==> src/design/hee_pkg.sv <==
// ----------------------------------------------------------------------------
// hee_pkg
// Shared types, constants and helper functions of the HTML entity escaper.
// ----------------------------------------------------------------------------
`default_nettype none

package hee_pkg;

  localparam int CP_W    = 21;
  localparam int BYTE_W  = 8;
  localparam int IDX_W   = 4;
  localparam int POS_W   = 3;
  localparam int DIGIT_W = 4;

  localparam logic [CP_W-1:0] CP_HT    = 21'd9;
  localparam logic [CP_W-1:0] CP_CR    = 21'd13;
  localparam logic [CP_W-1:0] CP_US    = 21'd31;
  localparam logic [CP_W-1:0] CP_DEL   = 21'd127;
  localparam logic [CP_W-1:0] CP_QUOT  = 21'd34;
  localparam logic [CP_W-1:0] CP_AMP   = 21'd38;
  localparam logic [CP_W-1:0] CP_LT    = 21'd60;
  localparam logic [CP_W-1:0] CP_GT    = 21'd62;

  localparam logic [BYTE_W-1:0] CH_AMP  = 8'h26;
  localparam logic [BYTE_W-1:0] CH_HASH = 8'h23;
  localparam logic [BYTE_W-1:0] CH_SEMI = 8'h3B;
  localparam logic [BYTE_W-1:0] CH_ZERO = 8'h30;

  typedef enum logic [2:0] {
    K_PASS,
    K_LT,
    K_GT,
    K_AMP,
    K_QUOT,
    K_NUM
  } kind_t;

  typedef struct packed {
    logic [DIGIT_W-1:0] digit;
    logic [CP_W-1:0]    rest;
  } digit_res_t;

  function automatic kind_t classify(input logic [CP_W-1:0] cp);
    kind_t k;
    if (cp > CP_DEL || cp < CP_HT || (cp > CP_CR && cp <= CP_US) || cp == CP_DEL) begin
      k = K_NUM;
    end else if (cp == CP_LT) begin
      k = K_LT;
    end else if (cp == CP_GT) begin
      k = K_GT;
    end else if (cp == CP_AMP) begin
      k = K_AMP;
    end else if (cp == CP_QUOT) begin
      k = K_QUOT;
    end else begin
      k = K_PASS;
    end
    return k;
  endfunction

  // power of ten of the leading decimal digit
  function automatic logic [POS_W-1:0] top_pos(input logic [CP_W-1:0] cp);
    logic [POS_W-1:0] n;
    n = '0;
    if (cp >= 21'd10)      n = 3'd1;
    if (cp >= 21'd100)     n = 3'd2;
    if (cp >= 21'd1000)    n = 3'd3;
    if (cp >= 21'd10000)   n = 3'd4;
    if (cp >= 21'd100000)  n = 3'd5;
    if (cp >= 21'd1000000) n = 3'd6;
    return n;
  endfunction

  function automatic logic [CP_W-1:0] pow10(input logic [POS_W-1:0] pos);
    logic [CP_W-1:0] p;
    case (pos)
      3'd0:    p = 21'd1;
      3'd1:    p = 21'd10;
      3'd2:    p = 21'd100;
      3'd3:    p = 21'd1000;
      3'd4:    p = 21'd10000;
      3'd5:    p = 21'd100000;
      3'd6:    p = 21'd1000000;
      default: p = 21'd1;
    endcase
    return p;
  endfunction

  // byte count of the escaped text
  function automatic logic [IDX_W-1:0] ent_len(input kind_t k, input logic [POS_W-1:0] top);
    logic [IDX_W-1:0] n;
    case (k)
      K_PASS:  n = 4'd1;
      K_LT:    n = 4'd4;
      K_GT:    n = 4'd4;
      K_AMP:   n = 4'd5;
      K_QUOT:  n = 4'd6;
      K_NUM:   n = IDX_W'(top) + 4'd4;
      default: n = 4'd1;
    endcase
    return n;
  endfunction

  // bytes of the named entities
  function automatic logic [BYTE_W-1:0] ent_char(input kind_t k, input logic [IDX_W-1:0] idx);
    logic [6*BYTE_W-1:0] s;
    logic [6*BYTE_W-1:0] sh;
    case (k)
      K_LT:    s = {"&lt;", 16'h0};
      K_GT:    s = {"&gt;", 16'h0};
      K_AMP:   s = {"&amp;", 8'h0};
      K_QUOT:  s = "&quot;";
      default: s = '0;
    endcase
    sh = s << {idx, 3'b000};
    return sh[6*BYTE_W-1 -: BYTE_W];
  endfunction

endpackage

`default_nettype wire

==> src/design/hee_digit.sv <==
// ----------------------------------------------------------------------------
// hee_digit
// Extracts one decimal digit at a given power of ten and the remainder.
// ----------------------------------------------------------------------------
`default_nettype none

module hee_digit import hee_pkg::*; (
  input  logic [CP_W-1:0]  residue,
  input  logic [POS_W-1:0] pos,
  output digit_res_t       res
);

  logic [CP_W-1:0]         base;
  logic [CP_W-1:0]         sub;
  logic [CP_W+DIGIT_W-1:0] mult;
  logic [DIGIT_W-1:0]      d;

  always_comb begin
    base = pow10(pos);
    sub  = '0;
    d    = '0;
    mult = '0;
    // largest multiple of the power not above the residue
    for (int m = 1; m <= 9; m++) begin
      mult = (CP_W+DIGIT_W)'(base) * (CP_W+DIGIT_W)'(m);
      if ({{DIGIT_W{1'b0}}, residue} >= mult) begin
        sub = mult[CP_W-1:0];
        d   = DIGIT_W'(m);
      end
    end
    res.digit = d;
    res.rest  = residue - sub;
  end

endmodule

`default_nettype wire

==> config.mk <==
export PLATFORM = sky130hd
export DESIGN_NAME = hee_digit
export DESIGN_NICKNAME = d
export VERILOG_FILES = /design/src/design/hee_pkg.sv /design/src/design/hee_digit.sv
export SDC_FILE = /design/constraint.sdc
export NUM_CORES = 1
export LEC_CHECK = 0
export ABC_AREA = 0
export CAP_MARGIN = 25
export CORE_UTILIZATION = 50
export DETAILED_ROUTE_END_ITERATION = 16
export DONT_BUFFER_PORTS = 1
export PLACE_DENSITY = 0.71
export REMOVE_ABC_BUFFERS = 1
export SYNTH_ARGS = -nofsm -noshare
export SYNTH_HDL_FRONTEND = slang
export SYNTH_SLANG_ARGS = --single-unit
==> constraint.sdc <==
create_clock -name vclk -period 24.5
set_input_delay 6.125 -clock vclk [all_inputs]
set_output_delay 6.125 -clock vclk [all_outputs]
set_load 0.05 [all_outputs]
## After elaboration in Yosys (flattened, before gate mapping)

Cells that the tools add are included.
W data, S select, Z words.

- Flip-flop bits (word level): 0
- Bits of input ports: 24
- Output and inout port bits: 25
- Logic and storage cells: 40

- $add $sub $neg: 1
- $mul: 5
- $lt $le $gt $ge: 9
- Equality and inequality tests: 6
- Muxes and demuxes: 19

Operators by type and width:

| kind | count |
|---|---|
| $mux W21 | 9 |
| $pmux W20 S6 | 1 |
| $ge A21 B24 Y1 | 4 |
| $mul A21 B3 Y24 const B | 2 |
| $ge A21 B23 Y1 | 2 |
| $mul A21 B2 Y23 const B | 2 |
| $mux W4 | 8 |
| $ge A21 B25 Y1 | 1 |
| $mul A21 B4 Y25 const B | 1 |
| $ge A21 B22 Y1 | 1 |
| $ge A21 B21 Y1 | 1 |
| $sub A21 B21 Y21 | 1 |
| $eq A3 B3 Y1 const B | 3 |
| $eq A3 B2 Y1 const B | 2 |
| $eq A3 B1 Y1 const B | 1 |
| $mux W1 | 1 |

## Logic depth before layout (Yosys ltp)

Gate-level depths: netlist (run 1).

- Depth in word-level cells: 13
- Mapped depth: 45
- Gate-level depth less buffers: 42

## Worst setup path before layout (run 1)

OpenSTA, ideal clock, no wires.

- Path type: in2out
- From: input pos[1]
- To: output res[20] in the netlist's numbering
- Arrival: 15510 ps
- Required time: 18375 ps
- Setup slack: 2865 ps
- Cell stages on the path: 38
- Path buffers: 3
- Cells stage by stage: buf_4 -> inv_1 -> or3_1 -> clkbuf_1 -> ha_1 -> nand2_1 -> nor2_1 -> clkinv_1 -> nand3_1 -> inv_1 -> ha_1 -> nand2_1 -> nor3_1 -> a211o_1 -> nand4_1 -> ha_1 -> nand4_1 -> or3_1 -> [... 2 more ...] -> a31oi_4 -> buf_6 -> a21oi_1 -> nor2_1 -> o311ai_1 -> and2_1 -> ha_1 -> fa_1 -> nor2b_1 -> o31ai_1 -> a21oi_1 -> o2111ai_1 -> a31oi_1 -> a21oi_1 -> nor2b_1 -> o21a_1 -> o41a_1 -> xnor3_1

RTL lines:

| what | RTL line | text |
|---|---|---|
| from (decl) | hee_digit.sv:9 | `input logic [POS_W-1:0] pos,` |
| to (decl) | hee_digit.sv:10 | `output digit_res_t res` |

==> out/metrics.yaml, run 1 <==
routed_wirelength_mm: 34.1
ant_nets: 0
synth_compound_gate_area_share_pct: 30.2
relSlewSlack_pct: 24.8
crit_slowest_cell: "xnor3_1"
critPathMaxFanout: 19
wl_per_cell_um: 25.5
p_per_area_nw_per_um2: 38.5
hold_viol_final: 0
synth.mux.area_fraction_pct: 0.620
path_class: "in -> out"
syn_avg_cell_area_um2: 7.54
num_vias: 9301
cts_resized: 0
min_period_ns: 23.33
yosysSeqAreaShare_pct: 0
p_leak_nw: 4.05
die_y_um: 132
worstHoldStart: "residue[0]"
arrival_ns: 17.20
start_util_pct: 51.1
via_per_inst: 6.95
synth_xor_area_share_pct: 6.73
place_hpwl_mm: 27.7
io_pins: 49
n_clock_buffer: 0
grt_pass1_wl_mm: 51.9
max-cap-violations: 0
fmax_ghz: 0.0429
post_cts_buffers: 0
path_delay_family: "compound AO/OA/AOI/OAI gates"
pre_cts_ws_ns: 1.52
seq_area_um2: 0
drc: 0
post_synth_num_cell_types: 90
critPathLaunchType: "input port"
worstSetupStartpoint: "pos[2]"
diodes: 0
overflow: 0
setup_viol: 0
status: "finished, final reports clean"
cp-end-kind: "output pin"
nets: 1390
die_width_um: 132
drv_slew: 0
tightestPinTransition_ns: 1.12
syn_area_um2: 8470
synth_cells: 1124
synth_top_family_by_area: "adder cells"
grt_max_degree: 32
drt_first_pass_iters: 5
ys_warn_count: 0
hp-class: "in -> out"
core_um2: 16600
synthSimpleGateAreaFrac_pct: 20.6
crit_buf_inv: 7
numPortBuffers: 0
critPathRequiredTime_ns: 18.38
fillers: 1681
grt_pass1_vias: 9101
peakVddDrop_mv: 0.0334
row_count: 47
fin_ws_ns: 1.17
drive_gt1_share_pct: 4.92
drtIter0Drc: 902
fin_tns_setup_ns: 0
antenna_found_initial: 0
seq_cells: 0
critPathMaxStageDelay_ns: 0.64
track_usage_pct: 38.3
ctsHoldBuffers: 0
rsz0062_at_grt: "false"
finalCritPeriodShare_pct: 95.2
synthAdderAreaFrac_pct: 37.2
cpMostUsedCell: "a21oi_1"
areaGrowthSynthToFinish_pct: 3.81
die_area_um2: 17500
place.gp.congestion: 1.04
==> routing by layer <==
| layer | vias to the layer above | part of all wire, % | track usage (%) |
|---|---|---|---|
| li1 | 4305 | - | - |
| met4 | 0 | 5.4 | 17.9 |
| met1 | 4306 | 41 | 48.4 |
| met3 | 128 | 10 | 6.00 |
| met5 | - | 0 | 0 |
| met2 | 562 | 44 | 63.7 |
==> logic make-up after synthesis <==
| logic type | Yosys count |
|---|---|
| buffers and inverters | 93 |
| muxes | 5 |
| and+or+nand+nor | 339 |
| xor gates and xnor gates | 62 |
| AOI/OAI and AO/OA | 377 |
| adders and majority gates | 246 |
| other | 2 |
==> stage by stage <==
| stage | utilization [%] | cell area (um2) | cells | power, mW | hold WS (ns) |
|---|---|---|---|---|---|
| detailed placement | 53.0 | 8790 | 1338 | 0.329 | 12.63 |
| global route | 53.0 | 8790 | 1338 | 0.364 | 12.67 |
| finish | 53.0 | 8790 | 1338 | 0.339 | 12.63 |
| global placement | 53.0 | 8790 | 1337 | 0.326 | 12.63 |
| CTS | 53.0 | 8790 | 1338 | 0.331 | 12.64 |
| floorplan | - | 8340 | 1096 | 0.246 | 12.61 |
==> synth_stat cells, types with 4 or more instances <==
| master | instances | area [um2] |
|---|---|---|
| or2_2 | 8 | 50.1 |
| a211o_1 | 6 | 52.6 |
| a2111oi_0 | 6 | 52.6 |
| nand4_1 | 21 | 131 |
| o21ai_0 | 66 | 330 |
| a31oi_1 | 17 | 106 |
| or4_1 | 4 | 30.0 |
| nand2_1 | 77 | 289 |
| ha_1 | 236 | 2950 |
| o21ai_1 | 4 | 20.0 |
| nor3_1 | 27 | 135 |
| nand3b_1 | 6 | 45.0 |
| and2_1 | 6 | 37.5 |
| o31a_1 | 5 | 43.8 |
| or3_1 | 11 | 68.8 |
| o21a_1 | 18 | 135 |
| nand3_1 | 34 | 170 |
| o31ai_1 | 8 | 60.1 |
| nor4_1 | 4 | 25.0 |
| a221oi_1 | 11 | 96.3 |
| o211ai_1 | 14 | 105 |
| o211a_1 | 4 | 40.0 |
| a21boi_0 | 5 | 37.5 |
| and4_1 | 4 | 35.0 |
| and3_1 | 13 | 81.3 |
| a21o_1 | 34 | 255 |
| nor2b_1 | 22 | 138 |
| o221ai_1 | 7 | 61.3 |
| nor2_1 | 67 | 251 |
| inv_1 | 57 | 214 |
| a21oi_1 | 102 | 510 |
| nand2b_1 | 17 | 106 |
| a211oi_1 | 15 | 113 |
| a22oi_1 | 4 | 30.0 |
| o21bai_1 | 7 | 52.6 |
| clkbuf_1 | 21 | 78.8 |
| fa_1 | 10 | 200 |
| xor2_1 | 15 | 131 |
| buf_2 | 4 | 20.0 |
| xnor2_1 | 45 | 394 |
==> where the power goes <==
| group | internal [mW] | switching [mW] |
|---|---|---|
| combinational | 0.111 | 0.228 |
| clock | 0 | 0 |
| sequential | 0 | 0 |
==> final cells by class <==
class / count / area, um2 / share of cell area [%]
multi-input cells: 1033 / 8110 / 92.2
repair buffers: 22 / 165 / 1.88
well taps: 220 / 275 / 3.13
inverters: 63 / 244 / 2.77
==> placed cells by master, fill, tap and decap left out, types with 5 or more instances in the layout <==
| master | n |
|---|---|
| or2_2 | 8 |
| a211oi_1 | 15 |
| o221ai_1 | 7 |
| fa_1 | 10 |
| a211o_1 | 6 |
| o31a_1 | 5 |
| a21oi_1 | 102 |
| o211ai_1 | 14 |
| and3_1 | 13 |
| a21o_1 | 34 |
| a2111oi_0 | 6 |
| nand3_1 | 34 |
| o31ai_1 | 8 |
| and2_1 | 6 |
| o21ai_0 | 66 |
| nand2b_1 | 17 |
| o21bai_1 | 7 |
| buf_4 | 22 |
| xor2_1 | 15 |
| inv_1 | 57 |
| nor2_1 | 67 |
| a221oi_1 | 11 |
| ha_1 | 236 |
| o21a_1 | 18 |
| nor2b_1 | 22 |
| nor3_1 | 27 |
| nand4_1 | 21 |
| nand3b_1 | 6 |
| nand2_1 | 77 |
| a31oi_1 | 17 |
| or3_1 | 11 |
| xnor2_1 | 45 |
==> path summary, 6_finish.rpt <==
kind	endpoint	cells past startpoint
setup / recovery	res[20]	42
hold / removal	res[0]	3
==> worst min-delay path, cell delays in order <==
cell   delay [ns]
inv_1        0.06
ha_1         0.13
inv_1        0.19
Power figures use the tool's default switching activity.
==> run 2, diff against run 1 <==
--- a/config.mk
+++ b/config.mk
@@ -7,10 +7,10 @@
 export LEC_CHECK = 0
 export ABC_AREA = 0
 export CAP_MARGIN = 25
-export CORE_UTILIZATION = 50
+export CORE_UTILIZATION = 45
 export DETAILED_ROUTE_END_ITERATION = 16
 export DONT_BUFFER_PORTS = 1
-export PLACE_DENSITY = 0.71
+export PLACE_DENSITY = 0.66
 export REMOVE_ABC_BUFFERS = 1
 export SYNTH_ARGS = -nofsm -noshare
 export SYNTH_HDL_FRONTEND = slang
==> run 2 against run 1 <==
  * The flow now finishes with violations (design-rule violations)
  * Critical path depth fell by 3
  * Die area rose by 11%
  * Sequential share of layout area did not move
  * Routed wire length fell by 0.75%
==> out/metrics.yaml, run 2 (synthesis results as in run 1) <==
critPathRequiredTime_ns: 18.38
wl_per_cell_um: 25.1
rsz0062_at_grt: "false"
drv_slew: 0
p_sw_mw: 0.227
row_count: 49
num_vias: 9257
fmax_ghz: 0.0428
ant_nets: 0
min_period_ns: 23.37
arrival_ns: 17.24
critPathMaxFanout: 13
seqPwrFrac_pct: 0
place.gp.congestion: 1.01
nets: 1390
pre_cts_ws_ns: 1.47
drt_first_pass_iters: 13
hold_path_depth: 3
drtIter0Drc: 869
n_clock_buffer: 0
relSlewSlack_pct: 19.1
drive_gt1_share_pct: 4.92
overflow: 0
seq_area_um2: 0
finalCritPeriodShare_pct: 95.4
worstSetupStartpoint: "pos[0]"
hold_viol_final: 0
path_class: "in -> out"
setup_viol: 0
multiInputGateArea_um2: 8110
critPathLaunchType: "input port"
ctsHoldBuffers: 0
internal-power_mw: 0.112
tightestPinTransition_ns: 1.21
fin_tns_setup_ns: 0
cp-end-kind: "output pin"
via_per_inst: 6.87
fillers: 1894
mostFrequentLayoutCells: "236 x ha_1, 102 x a21oi_1, 77 x nand2_1, 67 x nor2_1, 66 x o21ai_0"
status: "finished with violations"
report.power.total_mw: 0.339
cts_resized: 0
hold-worst-slack_ns: 12.65
p_leak_nw: 4.05
diodes: 0
grt_pass1_wl_mm: 51.7
hp-class: "in -> out"
fin_util_pct: 48.4
seq_cells: 0
swShare_pct: 67.0
p_per_area_nw_per_um2: 38.5
start_util_pct: 46.5
core_um2: 18200
die_area_um2: 19400
worstHoldStart: "residue[0]"
crit_slowest_cell: "a221oi_1"
drc: 9
track_usage_pct: 34.4
post_cts_buffers: 0
clkPwrFrac_pct: 0
violations: "design-rule violations"
min_to: "res[0]"
combPwrFrac_pct: 100.0
die_y_um: 139
io_pins: 49
final_common_cell: "ha_1"
grt_pass1_vias: 8884
critPathMaxStageDelay_ns: 0.99
routed_wirelength_mm: 33.9
die_width_um: 139
place_hpwl_mm: 27.7
areaGrowthSynthToFinish_pct: 3.94
antenna_found_initial: 1
max-cap-violations: 0
peakVddDrop_mv: 0.0138
fin_ws_ns: 1.13
grt_max_degree: 32
numPortBuffers: 0
## run 2: cell counts in the layout (fill, tap and decap cells not counted)
Identical to the previous run, type by type.
## run 2: how the worst max path moves through the flow
stage / to / slack [ns] / depth (start not counted)
2_1_floorplan: res[20] / 2.50 / 37
3_3_place_gp: res[20] / 1.53 / 39
3_5_place_dp: res[20] / 1.47 / 39
4_1_cts: res[20] / 1.46 / 39
5_1_grt: res[20] / 0.43 / 39
6_report: res[20] / 1.13 / 39
## run 2: metrics by stage
stage	area, um2	std cells
2_1_floorplan	8340	1096
3_3_place_gp	8810	1347
3_5_place_dp	8810	1347
4_1_cts	8810	1347
5_1_grt	8810	1347
6_report	8810	1347
## run 2: worst max-delay path: cells and delay by family
kind	cells	cell delay, ns
buffers and inverters	3	0.77
and+or+nand+nor	12	2.26
adders and majority gates	5	1.65
AOI/OAI and AO/OA	17	5.52
xor gates and xnor gates	2	0.88
## run 2: power groups by stage
stage          Sequential [mW]  Combinational (mW)  Clock (mW)
2_1_floorplan                0               0.246           0
3_3_place_gp                 0               0.328           0
3_5_place_dp                 0               0.330           0
4_1_cts                      0               0.332           0
5_1_grt                      0               0.364           0
6_report                     0               0.339           0
## run 2: routing by layer
| metal | global-route usage (%) | wire length, um |
|---|---|---|
| met5 | 0 | 0 |
| met4 | 14.6 | 1650 |
| met3 | 5.40 | 3050 |
| met2 | 58.6 | 15400 |
| met1 | 43.0 | 13800 |
## run 2: layout make-up
cell class	instances	area share [%]
inverter	63	2.77
timing repair buffer	22	1.88
multi-input combinational	1033	92.1
tap	229	3.25
==> run 3, diff against run 2 <==
--- a/config.mk
+++ b/config.mk
@@ -7,6 +7,7 @@
 export LEC_CHECK = 0
 export ABC_AREA = 0
 export CAP_MARGIN = 25
+export CORE_ASPECT_RATIO = 0.5
 export CORE_UTILIZATION = 45
 export DETAILED_ROUTE_END_ITERATION = 16
 export DONT_BUFFER_PORTS = 1
==> constraint.sdc (replaced) <==
create_clock -name vclk -period 24.5
set_input_delay 6.125 -clock vclk [all_inputs]
set_output_delay 6.125 -clock vclk [all_outputs]
set_load 0.02 [all_outputs]
==> run 3 against run 2 <==
  * The run now ends clean
  * Maximum frequency fell by 0.85%
  * Combinational power is 11% lower
  * Count of clock-buffer cells in the layout is the same
  * Cell count up 1.7%
  * First-iteration DRC count grew 37%
  * Core utilization shrank 0.76 points
  * Power down 11%
  * Die area increased by 0.17%
  * Routed wire length up 11%
  * Via count is 1.2% higher
  * Non-clock buffer count fell by 8
  * Sequential cell count unchanged
  * Critical path type unchanged
  * Highest routed layer unchanged
==> out/metrics.yaml, run 3 (synthesis results as in run 1) <==
peakVddDrop_mv: 0.0140
drc: 0
areaGrowthSynthToFinish_pct: 3.59
grt_pass1_wl_mm: 54.4
start_util_pct: 46.0
use_met2_pct: 53.1
drtIter0Drc: 1193
grt_max_degree: 32
post_cts_buffers: 0
cts_resized: 0
die_width_um: 196
seqPwrFrac_pct: 0
num_vias: 9369
swShare_pct: 65.7
row_count: 35
max-cap-violations: 0
cp-end-kind: "output pin"
hold-worst-slack_ns: 12.53
seq_area_um2: 0
critPathLaunchType: "input port"
via_per_inst: 6.84
min_period_ns: 23.57
combPwrFrac_pct: 100.0
mostFrequentLayoutCells: "236 x ha_1, 102 x a21oi_1, 77 x nand2_1, 67 x nor2_1, 66 x o21ai_0"
fillers: 1896
internal-power_mw: 0.104
die_y_um: 99.0
hp-class: "in -> out"
grt_pass1_vias: 8589
finalCritPeriodShare_pct: 96.2
status: "finished, final reports clean"
p_sw_mw: 0.198
drt_first_pass_iters: 6
ctsHoldBuffers: 0
seq_cells: 0
crit_slowest_cell: "and2_1"
tightestPinTransition_ns: 1.01
overflow: 0
final_common_cell: "ha_1"
fin_tns_setup_ns: 0
arrival_ns: 17.44
clkPwrFrac_pct: 0
fmax_ghz: 0.0424
rsz0062_at_grt: "false"
core_um2: 18400
track_usage_pct: 37.7
place_hpwl_mm: 30.9
grtUsageMet1_pct: 57.8
p_leak_nw: 4.01
setup_viol: 0
hold_viol_final: 0
antenna_found_initial: 1
ant_nets: 0
place.gp.congestion: 1.05
drv_slew: 0
p_per_area_nw_per_um2: 34.4
wl_per_cell_um: 27.4
use_met3_pct: 7.22
io_pins: 49
critPathRequiredTime_ns: 18.38
critPathMaxFanout: 19
relSlewSlack_pct: 32.1
critPathMaxStageDelay_ns: 0.67
cpMostUsedCell: "ha_1"
die_area_um2: 19400
drive_gt1_share_pct: 4.14
numPortBuffers: 0
n_clock_buffer: 0
gr-max-usage-layer: "met1"
nets: 1382
path_class: "in -> out"
routed_wirelength_mm: 37.5
[run 3: critical path, delay by kind of cell]
kind / cells / cell delay [ns]
AND/OR/NAND/NOR: 13 / 3.50
XOR/XNOR: 2 / 0.83
adder cells (fa/ha/maj): 5 / 1.61
buffers and inverters: 6 / 1.76
AO/OA/AOI/OAI: 17 / 3.59
[run 3: worst paths after layout]
kind      end  slack, ns  startpoint  cells past startpoint
max   res[20]       0.93      pos[1]                     43
min    res[0]      12.53  residue[0]                      3
[run 3: per-layer routing]
metal	vias up	part of all wire, %	wire length [um]
li1	4268	-	-
met1	4486	47	17800
met2	552	38	14200
met3	63	12	4630
met4	0	2.2	842
met5	-	0	0
[run 3: layout make-up]
class	count	area [um2]	area share, %
inverter	63	244	2.78
multi-input combinational	1033	8100	92.3
timing repair buffer	14	103	1.17
antenna	1	2.50	0.0285
tap	259	324	3.69
[run 3: power groups by stage]
| stage | clock [mW] | combinational, mW | sequential, mW |
|---|---|---|---|
| CTS | 0 | 0.292 | 0 |
| floorplan | 0 | 0.209 | 0 |
| global placement | 0 | 0.287 | 0 |
| detailed placement | 0 | 0.291 | 0 |
| finish | 0.000000000176 | 0.302 | 0 |
| global route | 0 | 0.323 | 0 |
[run 3: per-stage QoR]
stage	worst slack (ns)	util (%)	cell area (um2)	total power, mW	instances
2_1_floorplan	2.86	-	8340	0.209	1096
4_1_cts	1.33	47.6	8770	0.292	1369
3_3_place_gp	1.54	47.6	8770	0.287	1368
5_1_grt	0.413	47.6	8770	0.323	1369
3_5_place_dp	1.36	47.6	8770	0.291	1369
6_report	0.932	47.6	8780	0.302	1370
